[src/sv/rope_sh_pkg.sv]
`default_nettype none
// ----------------------------------------------------------------------------
// rope_sh_pkg
// Shared types and constants for the split-half rotary embedding core.
// ----------------------------------------------------------------------------
package rope_sh_pkg;

  localparam int MAX_DIM_DEF = 64;
  localparam int COL_W       = 6;
  localparam int DATA_W      = 16;
  localparam int HD_W        = 7;
  localparam int IN_TDATA_W  = 56;
  localparam int OUT_TDATA_W = 24;

  localparam logic [HD_W-1:0] HD_RESET = 7'd64;

  // request kind carried on tuser
  localparam logic OP_TABLE = 1'b0;
  localparam logic OP_DATA  = 1'b1;

  typedef enum logic [2:0] {
    S_IDLE,
    S_PI,
    S_PJ,
    S_SJ,
    S_OJ
  } state_t;

  // controls for the rotate datapath
  typedef struct packed {
    logic mul_en;
    logic sub;
    logic sum_en;
  } rot_ctl_t;

endpackage : rope_sh_pkg
`default_nettype wire

[src/sv/rope_sh_rot.sv]
`default_nettype none
// ----------------------------------------------------------------------------
// rope_sh_rot
// Two registered products, then sum or difference, round half up at bit 14
// and saturate to a signed 16-bit result.
// ----------------------------------------------------------------------------
module rope_sh_rot
  import rope_sh_pkg::*;
(
  input  wire logic                     clk,
  input  wire rot_ctl_t                 ctl,
  input  wire logic signed [DATA_W-1:0] x_a,
  input  wire logic signed [DATA_W-1:0] x_b,
  input  wire logic signed [DATA_W-1:0] c_val,
  input  wire logic signed [DATA_W-1:0] s_val,
  output logic signed [DATA_W-1:0]      y
);

  logic signed [2*DATA_W-1:0] p_a;
  logic signed [2*DATA_W-1:0] p_b;
  logic                       sub_q;
  logic signed [2*DATA_W+1:0] sum;
  logic signed [2*DATA_W+1:0] sum_rnd;
  logic signed [19:0]         q;
  logic signed [DATA_W-1:0]   y_next;

  always_ff @(posedge clk) begin
    if (ctl.mul_en) begin
      p_a   <= x_a * c_val;
      p_b   <= x_b * s_val;
      sub_q <= ctl.sub;
    end
  end

  always_comb begin
    if (sub_q) begin
      sum = {{2{p_a[2*DATA_W-1]}}, p_a} - {{2{p_b[2*DATA_W-1]}}, p_b};
    end else begin
      sum = {{2{p_a[2*DATA_W-1]}}, p_a} + {{2{p_b[2*DATA_W-1]}}, p_b};
    end
    sum_rnd = sum + 34'sd8192;
    // floor shift by 14
    q = sum_rnd[33:14];
    if (q[19:15] == 5'b00000 || q[19:15] == 5'b11111) begin
      y_next = q[15:0];
    end else if (q[19]) begin
      y_next = 16'sh8000;
    end else begin
      y_next = 16'sh7fff;
    end
  end

  always_ff @(posedge clk) begin
    if (ctl.sum_en) begin
      y <= y_next;
    end
  end

endmodule : rope_sh_rot
`default_nettype wire

[src/sv/rotary_embedding_split_half_core.sv]
`default_nettype none
// ----------------------------------------------------------------------------
// rotary_embedding_split_half_core
// Split-half rotary position rotation over rows of programmable length, with
// the cos/sin table and the first-half elements held in on-chip memories.
// ----------------------------------------------------------------------------
// channel   dir  handshake                   payload
// s_axis    in   s_axis_tvalid/tready        tuser: kind, tdata: table or x
// m_axis    out  m_axis_tvalid/tready/tlast  tdata: y_value, out_column
// cfg       in   cfg_wr_en                   cfg_wr_data: row length
//
// table writes and first-half elements are taken back to back
// a second-half element runs in steps: the request cycle reads column i,
// column j is read while the i products form, the j products form while y[i]
// is summed, then two loads of the output register; the shared rotate unit
// and the single output register make these steps run in series
// both memories are undefined after reset and need no clearing pass
// a stalled output holds the core only once its next result is ready
// ----------------------------------------------------------------------------
module rotary_embedding_split_half_core
  import rope_sh_pkg::*;
#(
  parameter int MAX_DIM = MAX_DIM_DEF
) (
  input  wire logic                   clk,
  input  wire logic                   rst,
  // column[5:0], cos_value[21:6], sin_value[37:22], x_value[53:38], zero[55:54]
  input  wire logic [IN_TDATA_W-1:0]  s_axis_tdata,
  // operation[0]
  input  wire logic                   s_axis_tuser,
  input  wire logic                   s_axis_tvalid,
  output logic                        s_axis_tready,
  // y_value[15:0], out_column[21:16], zero[23:22]
  output logic [OUT_TDATA_W-1:0]      m_axis_tdata,
  output logic                        m_axis_tlast,
  output logic                        m_axis_tvalid,
  input  wire logic                   m_axis_tready,
  input  wire logic                   cfg_wr_en,
  input  wire logic [HD_W-1:0]        cfg_wr_data
);

  localparam int AW = (MAX_DIM > 2) ? $clog2(MAX_DIM) : 1;
  localparam int BW = (MAX_DIM > 4) ? $clog2(MAX_DIM / 2) : 1;
  localparam int DW = $clog2(MAX_DIM + 1);
  localparam int BUF_DEPTH = MAX_DIM / 2;

  function automatic logic [DW-1:0] eff_dim(input logic [HD_W-1:0] hd);
    int d;
    d = int'(hd) & ~1;
    if (d < 2) d = 2;
    if (d > MAX_DIM) d = MAX_DIM;
    return DW'(d);
  endfunction

  // input fields
  logic [COL_W-1:0]         in_column;
  logic [DATA_W-1:0]        in_cos;
  logic [DATA_W-1:0]        in_sin;
  logic signed [DATA_W-1:0] in_x;

  assign in_column = s_axis_tdata[5:0];
  assign in_cos    = s_axis_tdata[21:6];
  assign in_sin    = s_axis_tdata[37:22];
  assign in_x      = s_axis_tdata[53:38];

  // memories
  logic [2*DATA_W-1:0] tab_mem [MAX_DIM];
  logic [DATA_W-1:0]   buf_mem [BUF_DEPTH];
  logic [2*DATA_W-1:0] tab_rdata;
  logic [DATA_W-1:0]   buf_rdata;

  // control state
  state_t        state;
  state_t        state_next;
  logic [DW-1:0] dim;
  logic [DW-1:0] cnt;
  logic [DW-1:0] cnt_next;

  // per-pair registers
  logic [DW-1:0]            j_idx;
  logic [DW-1:0]            i_idx;
  logic signed [DATA_W-1:0] xj;
  logic                     last_q;

  // output register
  logic                     out_valid;
  logic signed [DATA_W-1:0] out_y;
  logic [COL_W-1:0]         out_col;
  logic                     out_last;

  logic [DW-1:0] cnt_eff;
  logic [DW-1:0] half;
  logic [DW-1:0] idx_i;
  logic [DW-1:0] cnt_inc;
  logic          is_first;
  logic          in_acc;
  logic          tab_wr;
  logic          first_acc;
  logic          pair_acc;
  logic          tab_rd_en;
  logic [AW-1:0] tab_rd_addr;
  logic          out_load;
  logic          out_sel_j;

  rot_ctl_t                 ctl;
  logic signed [DATA_W-1:0] rot_xa;
  logic signed [DATA_W-1:0] rot_xb;
  logic signed [DATA_W-1:0] rot_y;

  assign s_axis_tready = (state == S_IDLE);
  assign in_acc        = s_axis_tvalid && s_axis_tready;

  always_comb begin
    cnt_eff   = (cnt >= dim) ? '0 : cnt;
    half      = dim >> 1;
    is_first  = cnt_eff < half;
    idx_i     = cnt_eff - half;
    cnt_inc   = cnt_eff + DW'(1);
    tab_wr    = in_acc && (s_axis_tuser == OP_TABLE) && (int'(in_column) < MAX_DIM);
    first_acc = in_acc && (s_axis_tuser == OP_DATA) && is_first;
    pair_acc  = in_acc && (s_axis_tuser == OP_DATA) && !is_first;
  end

  always_comb begin
    cnt_next = cnt;
    if (first_acc) begin
      cnt_next = cnt_inc;
    end else if (pair_acc) begin
      cnt_next = (cnt_inc >= dim) ? '0 : cnt_inc;
    end
  end

  always_ff @(posedge clk) begin
    if (rst) begin
      dim <= eff_dim(HD_RESET);
      cnt <= '0;
    end else if (cfg_wr_en) begin
      dim <= eff_dim(cfg_wr_data);
      cnt <= '0;
    end else begin
      cnt <= cnt_next;
    end
  end

  // one table read port: column i at the pair request, column j in the cycle after
  assign tab_rd_en   = pair_acc || (state == S_PI);
  assign tab_rd_addr = (state == S_PI) ? j_idx[AW-1:0] : idx_i[AW-1:0];

  always_ff @(posedge clk) begin
    if (tab_wr) begin
      tab_mem[AW'(in_column)] <= {in_sin, in_cos};
    end
    if (tab_rd_en) begin
      tab_rdata <= tab_mem[tab_rd_addr];
    end
  end

  always_ff @(posedge clk) begin
    if (first_acc) begin
      buf_mem[cnt_eff[BW-1:0]] <= in_x;
    end
    if (pair_acc) begin
      buf_rdata <= buf_mem[idx_i[BW-1:0]];
    end
  end

  always_ff @(posedge clk) begin
    if (pair_acc) begin
      j_idx  <= cnt_eff;
      i_idx  <= idx_i;
      xj     <= in_x;
      last_q <= (cnt_inc == dim);
    end
  end

  always_ff @(posedge clk) begin
    if (rst) begin
      state <= S_IDLE;
    end else begin
      state <= state_next;
    end
  end

  always_comb begin
    state_next = state;
    ctl        = '0;
    out_load   = 1'b0;
    out_sel_j  = 1'b0;
    rot_xa     = xj;
    rot_xb     = buf_rdata;
    case (state)
      S_IDLE: begin
        if (pair_acc) state_next = S_PI;
      end
      S_PI: begin
        // y[i] = x[i]*cos[i] - x[j]*sin[i]
        rot_xa     = buf_rdata;
        rot_xb     = xj;
        ctl.mul_en = 1'b1;
        ctl.sub    = 1'b1;
        state_next = S_PJ;
      end
      S_PJ: begin
        // y[j] = x[j]*cos[j] + x[i]*sin[j], while y[i] is summed
        ctl.mul_en = 1'b1;
        ctl.sum_en = 1'b1;
        state_next = S_SJ;
      end
      S_SJ: begin
        out_load = !out_valid || m_axis_tready;
        ctl.sum_en = out_load;
        if (out_load) state_next = S_OJ;
      end
      S_OJ: begin
        out_load  = !out_valid || m_axis_tready;
        out_sel_j = 1'b1;
        if (out_load) state_next = S_IDLE;
      end
      default: begin
        state_next = S_IDLE;
      end
    endcase
  end

  rope_sh_rot u_rot (
    .clk   (clk),
    .ctl   (ctl),
    .x_a   (rot_xa),
    .x_b   (rot_xb),
    .c_val (tab_rdata[DATA_W-1:0]),
    .s_val (tab_rdata[2*DATA_W-1:DATA_W]),
    .y     (rot_y)
  );

  always_ff @(posedge clk) begin
    if (rst) begin
      out_valid <= 1'b0;
    end else if (out_load) begin
      out_valid <= 1'b1;
    end else if (m_axis_tready) begin
      out_valid <= 1'b0;
    end
  end

  always_ff @(posedge clk) begin
    if (out_load) begin
      out_y    <= rot_y;
      out_col  <= out_sel_j ? COL_W'(j_idx) : COL_W'(i_idx);
      out_last <= out_sel_j && last_q;
    end
  end

  assign m_axis_tvalid = out_valid;
  assign m_axis_tdata  = {2'b00, out_col, out_y};
  assign m_axis_tlast  = out_last;

`ifndef NO_ASSERTIONS
  a_cnt_in_row: assert property (@(posedge clk) disable iff (rst)
    cnt < dim)
    else $error("element counter outside the row");

  a_pair_start: assert property (@(posedge clk) disable iff (rst)
    (state == S_PI) |-> $past(pair_acc))
    else $error("pair sequence started without a pair request");

  a_last_col: assert property (@(posedge clk) disable iff (rst)
    (m_axis_tvalid && m_axis_tlast) |-> (out_col == COL_W'(dim - DW'(1))))
    else $error("row end flagged on a column other than the last");

  a_no_accept_busy: assert property (@(posedge clk) disable iff (rst)
    pair_acc |=> !s_axis_tready ##1 !s_axis_tready)
    else $error("request taken while a pair is in flight");
`endif

endmodule : rotary_embedding_split_half_core
`default_nettype wire

[config.mk]
export PLATFORM = sky130hd
export DESIGN_NAME = rotary_embedding_split_half_core
export DESIGN_NICKNAME = d
export VERILOG_FILES = /design/src/sv/rope_sh_pkg.sv /design/src/sv/rope_sh_rot.sv /design/src/sv/rotary_embedding_split_half_core.sv
export SDC_FILE = /design/constraint.sdc
export NUM_CORES = 2
export LEC_CHECK = 0
export CAP_MARGIN = 15
export CORE_ASPECT_RATIO = 2
export CORE_UTILIZATION = 50
export CTS_CLUSTER_SIZE = 8
export DETAILED_ROUTE_END_ITERATION = 10
export DONT_BUFFER_PORTS = 1
export PLACE_DENSITY = 0.75
export REMOVE_ABC_BUFFERS = 1
export SYNTH_ARGS = -nofsm -noshare
export SYNTH_HDL_FRONTEND = slang
export SYNTH_SLANG_ARGS = --single-unit
[constraint.sdc]
create_clock -name clk -period 21.7 [get_ports clk]
set_input_delay 2.17 -clock clk [delete_from_list [all_inputs] [get_ports clk]]
set_output_delay 2.17 -clock clk [all_outputs]
set_load 0.01 [all_outputs]
==> qor.yml <==
drv_cap: 0
die_h_um: 724
fmax_ghz: 0.107
cts_hold_buf: 0
overflow: 0
initial_core_util_pct: 50.4
fin_crit_ns: 9.36
cts_resized: 0
area_growth_pct: 11.2
vias: 83100
numPortBuffers: 0
synth_area_leaders: "edfxtp_1 (63%), fa_1 (8.1%), nand2_1 (6.8%)"
start_kind: "register"
critPathArrivalTime_ns: 9.94
critPathMaxFanout: 141
wl_met3_um: 28600
ys.warnings.count: 0
required_ns: 22.29
grt_pass1_wl_um: 522000
finalMaxSlewViolations: 0
wl_met2_um: 188000
critPathKind: "reg2reg"
grt_setup_unrepaired: "false"
ant_nets: 0
gp_congestion: 0.882
worst_ir_drop_vdd_v: 0.000113
synthFlopType: "edfxtp_1"
drive_gt1_share_pct: 9.56
slew_headroom_pct: 15.9
worst_slack_ns: 12.34
antenna_found_initial: 4
ios: 96
avgViaCountPerCell: 6.20
drc: 0
worst_pin_slew_ns: 1.26
htreeDepth: 5
syn_inst: 9922
fin_crit_sh_pct: 43.1
synthArstFlopShare_pct: 0
fin_skew_ns: 0.0900
ys_seq_area_share_pct: 63.4
synth_top_area_cell: "edfxtp_1"
drt-pass1-iter-count: 6
whs_ns: 0.414
tritoncts.num_buffers: 388
insertion_delay_ns: 0.92
synth_cell_types: 86
syn_area_um2: 130000
cp-end-kind: "register"
seqCellArea_um2: 82600
syn_avg_cell_area_um2: 13.1
clkSinkCount: 2758
m1WireLength_um: 110000
synth_edf_count: 2741
setup_viol: 0
setup_tns_ns: 0
grt_pass1_vias: 87000
multi_input_area_um2: 43900
routed.top_layer: "met5"
routed_wl_um: 357000
hpwl_um: 216000
status: "finished clean"
power_leakage_nw: 51.7
cts-root-buf: "clkbuf_16"
core-area_um2: 259000
grt_max_degree: 177
die_area_um2: 263000
synth_top_area_share_pct: 63.1
ys_ff_latch: 2758
std_cell_rows: 264
wire_per_inst_um: 26.6
drtIter0Drc: 8743
cts_setup_buffers: 0
finalHoldViolations: 0
cts_tree: "built"
grt_usage_pct: 26.8
fp.dieW_um: 363
final_nets: 10700
n_fill_cell: 19600
hp-class: "reg2reg"
ctsLongestPathBuffers: 4
dp_slack_ns: 12.54
clkTransAtPathRegs_ns: 0.05
powerDensity_nw_per_um2: 113
-- cell usage after synthesis (5+ instances only) --
library cell	n
buf_1	44
or2_2	13
mux4_2	160
a22oi_1	7
a31oi_1	140
nand3_1	551
o21a_1	13
xor2_1	23
a211oi_1	105
clkbuf_1	517
a21o_1	35
o21ai_1	5
a21oi_2	15
nand2_1	2362
and3_1	269
and2_1	235
a211o_1	5
nand2b_1	16
o21ai_0	35
a21oi_1	217
nor4_1	13
nor2b_1	47
mux2_2	53
nor2_1	223
nor3b_1	5
mux2i_1	13
dfxtp_1	17
buf_2	15
xnor2_1	111
nand4_1	16
o21bai_1	14
ha_1	218
nor3_1	39
edfxtp_1	2741
or3_1	8
fa_1	526
a311oi_1	385
inv_1	621
-- placed cells by master (no fill, tap or decap), drive strengths merged, types with 141 or more instances in the layout --
cell type	n
a311oi	386
fa	526
nor2	224
and3	269
and2	236
ha	218
a21oi	233
buf	168
a31oi	141
clkbuf	412
inv	626
nand2	2362
nand3	551
mux4	160
edfxtp	2741
-- registers in the layout, indices dropped and copies added (netlist names), 16 cells and up --
register,count
u_rot.p_b,32
u_rot.p_a,32
tab_mem,2048
buf_mem,512
xj,16
tab_rdata,32
buf_rdata,16
u_rot.y,16
out_y,16
-- layout make-up --
| class | instances | share of cell area [%] |
|---|---|---|
| clock buffers | 412 | 6.85 |
| repair buffers | 168 | 0.977 |
| well taps | 3458 | 2.98 |
| diodes | 2 | 0.00345 |
| clock inverters | 20 | 0.276 |
| flip-flops and latches | 2758 | 57.0 |
| inverters | 621 | 1.61 |
| multi-input cells | 5962 | 30.3 |
-- critical path: stages, from the launching register on --
cell	delay (ns)
dfxtp_1	0.38
inv_1	0.06
ha_1	0.26
inv_1	0.05
o21ai_0	0.07
a21o_1	0.19
a21o_1	0.18
a21o_1	0.18
a21o_1	0.18
a21oi_1	0.64
nand2_1	0.38
ha_4	0.85
nor2_1	0.24
a21oi_4	0.17
buf_4	0.40
buf_4	0.67
buf_4	0.70
buf_4	0.75
buf_12	0.50
nand2_1	0.13
and3_1	0.20
a311oi_1	0.29
a311oi_1	0.10
a21oi_1	0.18
a211oi_1	0.16
a21oi_1	0.75
-- power by group --
part           switching (W)  internal [W]  leakage, nW
clock                0.00214       0.00320         5.05
combinational        0.00286       0.00192         21.9
sequential         0.0000595       0.00614         24.8
-- worst paths after layout --
check                    from             to  slack [ns]  cells after the start
setup reg to reg       cnt[1]  tab_rdata[14]       12.34                     25
setup / recovery       cnt[1]  tab_rdata[14]       12.34                     25
hold reg to reg   u_rot.y[12]      out_y[12]        0.41                      0
hold / removal    u_rot.y[12]      out_y[12]        0.41                      0
-- metrics by stage --
stage | std cells | utilization (%) | cell area, um2 | power, W
2_1_floorplan | 9341 | - | 128000 | 0.0102
3_3_place_gp | 13000 | 52.0 | 135000 | 0.0109
3_5_place_dp | 13000 | 52.0 | 135000 | 0.0111
4_1_cts | 13400 | 56.0 | 145000 | 0.0164
5_1_grt | 13400 | 56.0 | 145000 | 0.0171
6_report | 13400 | 56.0 | 145000 | 0.0163
-- metal layers --
layer | track usage (%) | vias to the layer above
li1 | - | 35300
met1 | 27.0 | 41500
met2 | 48.5 | 4808
met3 | 4.44 | 1486
met4 | 21.0 | 4
met5 | 0 | -
-- logic make-up (layout without fill, tap and decap cells) --
kind of cell | Yosys count | after routing | synth area share [%]
AND/OR/NAND/NOR | 3818 | 3818 | 12.9
flip-flops | 2758 | 2758 | 63.4
buffers and inverters | 1203 | 1221 | 3.51
AO/OA/AOI/OAI | 1036 | 1036 | 5.84
adder cells (fa/ha/maj) | 744 | 744 | 10.2
multiplexers | 226 | 226 | 3.32
XOR/XNOR | 136 | 136 | 0.933
other | 1 | 4 | 0.00288
(Power assumes the default switching activity.)
